### src/lphi_pkg.sv
// ----------------------------------------------------------------------------
// lphi_pkg
// Shared types and constants for the linear probing hash insert block.
// ----------------------------------------------------------------------------
package lphi_pkg;

  localparam int TABLE_DEPTH = 1024;
  localparam int SLOT_W      = $clog2(TABLE_DEPTH);
  localparam int CAP_W       = 11;
  localparam int CNT_W       = 11;
  localparam int KEY_W       = 64;
  localparam int OFF_W       = 64;
  localparam int SIZE_W      = 32;
  localparam int BITCNT_W    = $clog2(KEY_W);

  localparam logic [CNT_W-1:0] COUNT_MAX = {CNT_W{1'b1}};

  typedef enum logic [1:0] {
    ST_NEW      = 2'd0,
    ST_UPDATED  = 2'd1,
    ST_FULL     = 2'd2,
    ST_NO_TABLE = 2'd3
  } status_t;

  // one table slot as stored in RAM
  typedef struct packed {
    logic [KEY_W-1:0]  key;
    logic [OFF_W-1:0]  offset;
    logic [SIZE_W-1:0] size;
    logic              baked;
    logic              attractor;
  } entry_t;

  localparam int ENTRY_W = $bits(entry_t);

  // controller -> datapath
  typedef struct packed {
    logic clr;       // write one zero entry of the clearing pass
    logic load;      // capture accepted request
    logic div;       // one remainder step
    logic chk;       // evaluate probed slot
    logic out_load;  // move result into output register
  } cmd_t;

  // datapath -> controller
  typedef struct packed {
    logic clr_last;
    logic cap_zero;
    logic div_last;
    logic hit;
    logic wrap;
    logic out_free;
  } sts_t;

endpackage

### src/lphi_ctrl.sv
// ----------------------------------------------------------------------------
// lphi_ctrl
// Sequencer: clearing pass, request accept, remainder steps, probe loop,
// result handoff.
// ----------------------------------------------------------------------------
module lphi_ctrl (
  input  logic          clk,
  input  logic          rst_n,
  input  logic          in_valid,
  output logic          in_stall,
  input  lphi_pkg::sts_t sts,
  output lphi_pkg::cmd_t cmd
);

  import lphi_pkg::*;

  typedef enum logic [2:0] {
    S_CLEAR,
    S_IDLE,
    S_DIV,
    S_PROBE_RD,
    S_PROBE_CHK,
    S_DONE
  } state_t;

  state_t state_r, state_nxt;

  always_comb begin
    state_nxt = state_r;
    cmd       = '0;
    case (state_r)
      S_CLEAR: begin
        cmd.clr = 1'b1;
        if (sts.clr_last) state_nxt = S_IDLE;
      end
      S_IDLE: begin
        if (in_valid) begin
          cmd.load  = 1'b1;
          state_nxt = sts.cap_zero ? S_DONE : S_DIV;
        end
      end
      S_DIV: begin
        cmd.div = 1'b1;
        if (sts.div_last) state_nxt = S_PROBE_RD;
      end
      S_PROBE_RD: begin
        state_nxt = S_PROBE_CHK;
      end
      S_PROBE_CHK: begin
        cmd.chk   = 1'b1;
        state_nxt = (sts.hit || sts.wrap) ? S_DONE : S_PROBE_RD;
      end
      S_DONE: begin
        if (sts.out_free) begin
          cmd.out_load = 1'b1;
          state_nxt    = S_IDLE;
        end
      end
      default: state_nxt = S_CLEAR;
    endcase
  end

  assign in_stall = (state_r != S_IDLE);

  always_ff @(posedge clk) begin
    if (!rst_n) begin
      state_r <= S_CLEAR;
    end else begin
      state_r <= state_nxt;
    end
  end

`ifndef SYNTHESIS
  a_no_load_busy: assert property (@(posedge clk) disable iff (!rst_n)
    cmd.load |-> (state_r == S_IDLE) && in_valid)
    else $error("request captured outside idle");
  a_div_to_probe: assert property (@(posedge clk) disable iff (!rst_n)
    (state_r == S_DIV) && sts.div_last |=> (state_r == S_PROBE_RD))
    else $error("remainder done but probe did not start");
  a_clear_exit: assert property (@(posedge clk) disable iff (!rst_n)
    (state_r == S_CLEAR) && !sts.clr_last |=> (state_r == S_CLEAR))
    else $error("clearing pass left early");
`endif

endmodule

### config.mk
export PLATFORM = sky130hd
export DESIGN_NAME = lphi_ctrl
export DESIGN_NICKNAME = d
export VERILOG_FILES = /design/src/lphi_pkg.sv /design/src/lphi_ctrl.sv
export SDC_FILE = /design/constraint.sdc
export NUM_CORES = 1
export LEC_CHECK = 0
export ABC_CLOCK_PERIOD_IN_PS = 1400
export BUFFER_PORTS_ARGS = -buffer_cell sky130_fd_sc_hd__buf_2
export CORE_AREA = 2 2 39 41
export DETAILED_ROUTE_END_ITERATION = 8
export DIE_AREA = 0 0 41 43
export PLACE_DENSITY_LB_ADDON = 0.15
export SLEW_MARGIN = 40
export SYNTH_ARGS = -nofsm -noshare
export SYNTH_HDL_FRONTEND = slang
export SYNTH_SLANG_ARGS = --single-unit
export TNS_END_PERCENT = 20
### constraint.sdc
create_clock -name clk -period 1.4 [get_ports clk]
set_input_delay 0.28 -clock clk [delete_from_list [all_inputs] [get_ports clk]]
set_output_delay 0.28 -clock clk [all_outputs]
set_load 0.005 [all_outputs]
==> results.sh <==
export IMPL_status="complete, no violations"
export IMPL_drcViolationCount=0
export IMPL_cts_sinks=3
export IMPL_cp_depth=3
export IMPL_end_kind="primary output"
export IMPL_async_reset_ff_frac=0
export IMPL_path_class="flop to primary output"
export IMPL_worst_slack_ns=0.0190
export IMPL_dp_hpwl_um=620
export IMPL_ys_types=26
export IMPL_antenna_left=0
export IMPL_hold_depth=3
export IMPL_r2r_start="state_r[2]"
export IMPL_fin_util=0.317
export IMPL_synth_area_sq_um=304
export IMPL_layout_drive_gt1_share=0.492
export IMPL_viasPerCell=4.76
export IMPL_hp_class="input port to flop"
export IMPL_ys_top_cells_by_count="nor2_1, nand2_1, dfxtp_1"
export IMPL_synthToLayoutAreaGrowth_pct=44.4
export IMPL_endpoint="cmd[4]"
export IMPL_htreeDepth=1
export IMPL_finalCritPeriodShare=0.986
export IMPL_grt_pass1_vias=318
export IMPL_worst_path_max_fanout=9
export IMPL_clk_path_buf_depth=2
export IMPL_post_place_ws_ns=0.131
export IMPL_r2r_slack_ns=0.21
export IMPL_hold_ws_ns=0.302
export IMPL_hold_buffers=0
export IMPL_tns_ns=0
export IMPL_grt_pass1_wl_um=1340
export IMPL_synth_area_leader_cell="dfxtp_1"
export IMPL_synth_most_common_cell="nor2_1"
export IMPL_cts_root_buf="clkbuf_4"
export IMPL_synth_edf_count=0
export IMPL_layout_cells_non_filler=75
export IMPL_netlist_instances=41
export IMPL_die_w_um=41
export IMPL_slew_violations=0
export IMPL_fp_coreArea_sq_um=1380
export IMPL_critPathLaunchType="flop"
export IMPL_reg2regPathDepth=5
export IMPL_grt_overflow_total=0
export IMPL_cp_arrival_ns=1.10
export IMPL_clkTransAtPathRegs_ns=0.04
export IMPL_start_util=0.220
export IMPL_slowest_stage="dfxtp_4"
export IMPL_synth_seq_cells=3
export IMPL_io_buffers=14
export IMPL_fp_dieArea_sq_um=1760
export IMPL_syn_nets=50
export IMPL_fmax_ghz=0.724
export IMPL_placed_cells=71
export IMPL_antenna_found_initial=0
export IMPL_cts_buffers=3
export IMPL_finalHoldViolCount=0
export IMPL_top_regs="state_r x3"
export IMPL_ys_seq_area_frac=0.198
export IMPL_dr_pass1_iters=3
export IMPL_fin_skew_ns=0.0111
export IMPL_finalCriticalPeriod_ns=1.38
export IMPL_r2r_end="state_r[1]"
export IMPL_synth_top_cell_area_share=0.198
export IMPL_cpPeakStageDelay_ns=0.37
export IMPL_drt_iter0_markers=4
export IMPL_cts_tree="built"
export IMPL_startpoint="state_r[0]"
export IMPL_finalWirelength_um=862
export IMPL_tightest_slew_ns=0.215
export IMPL_track_usage=0.117
export IMPL_cellPowerDensity_nw_per_um2=898
export IMPL_wl_per_cell_um=11.5
export IMPL_path_delay_family="flip-flops"
export IMPL_p_leak_nw=0.205
export IMPL_top_register="state_r"
export IMPL_drv_cap=0
export IMPL_grt_max_degree=11
export IMPL_vias=357
export IMPL_yosys_most_used_dff="dfxtp_1"
export IMPL_clk_latency_ns=0.25
export IMPL_crit_buf_inv=2
export IMPL_crit_required_ns=1.12
export IMPL_ys_warnings_count=0
export IMPL_finalSetupViolCount=0
export IMPL_syn_avg_cell_area_sq_um=7.42
export IMPL_rows=14
export IMPL_fp_dieH_um=43
export IMPL_ir_drop_mv=0.304
export IMPL_largest_reg_flops=3
export IMPL_slew_headroom=0.856
export IMPL_crit_path_cell_trace="buf_4 -> nor3_2 -> buf_2"
export IMPL_gp_congestion=0.734
export IMPL_nNetsFinal=69
export IMPL_synth_area_leaders="dfxtp_1, buf_6, nor2_1"
export IMPL_n_antenna_cell=0
export IMPL_design_portCount=15
per-stage QoR:
stage	area (sq um)	total power, mW
5_1_grt	439	0.418
4_1_cts	417	0.391
2_1_floorplan	304	0.183
3_5_place_dp	387	0.223
6_report	439	0.394
3_3_place_gp	387	0.227
where the power goes:
group	switching (mW)	internal (mW)	total, mW
registers	0.0167	0.0926	0.109
clock network	0.0576	0.108	0.165
logic	0.0541	0.0658	0.120
total	0.128	0.266	0.394
tightest hold or removal path: stages:
cell and delay, ns:
buf_2 0.11, nand2_1 0.05, a21boi_0 0.07
logic make-up after synthesis:
| kind of cell | synth area share |
|---|---|
| buffers and inverters | 0.123 |
| AOI/OAI and AO/OA | 0.235 |
| DFF | 0.198 |
| and+or+nand+nor | 0.444 |
routing by layer:
metal  share of wire  global-route usage  wire [um]
met1            0.46               0.153        396
met2            0.43               0.147        371
met3           0.070              0.0366         60
met4           0.039               0.100         34
met5               0                   0          0
cell usage in the layout (no fill, tap or decap), drive strengths merged:
| cell | n |
|---|---|
| buf | 17 |
| o21ai | 2 |
| a21oi | 1 |
| a32oi | 1 |
| nor3 | 2 |
| and2b | 1 |
| nand3 | 1 |
| nor3b | 1 |
| inv | 2 |
| clkbuf | 4 |
| dfxtp | 3 |
| o211ai | 1 |
| and3b | 1 |
| nor2 | 7 |
| nand2 | 4 |
| and3 | 2 |
| nor2b | 2 |
| nand4b | 1 |
| o21bai | 1 |
| nand2b | 1 |
| o22ai | 1 |
| a31oi | 1 |
| a21boi | 1 |
| a22oi | 1 |
what timing repair did:
| action | in CTS | in global routing |
|---|---|---|
| setup buffers | 0 | 0 |
| setup endpoints to repair | 4 | 3 |
| cloned | 0 | 0 |
| endpoints found under the hold margin | 0 | 0 |
| gates resized for setup | 3 | 6 |
worst min path at each step:
stage	from	to	slack, ns
6_report	sts[3]	state_r[0]	0.30
5_1_grt	rst_n	state_r[0]	0.32
4_1_cts	sts[3]	state_r[0]	0.31
3_5_place_dp	sts[3]	state_r[0]	0.57
3_3_place_gp	sts[3]	state_r[0]	0.58
2_1_floorplan	sts[3]	state_r[0]	0.43
cell type report:
class	count	area (sq um)
clock buffer	4	26.3
tap	16	20.0
inverter	2	7.51
sequential	3	71.3
fill	158	945
timing repair buffer	17	103
multi-input combinational	33	211
Power figures use the tool's default switching activity.
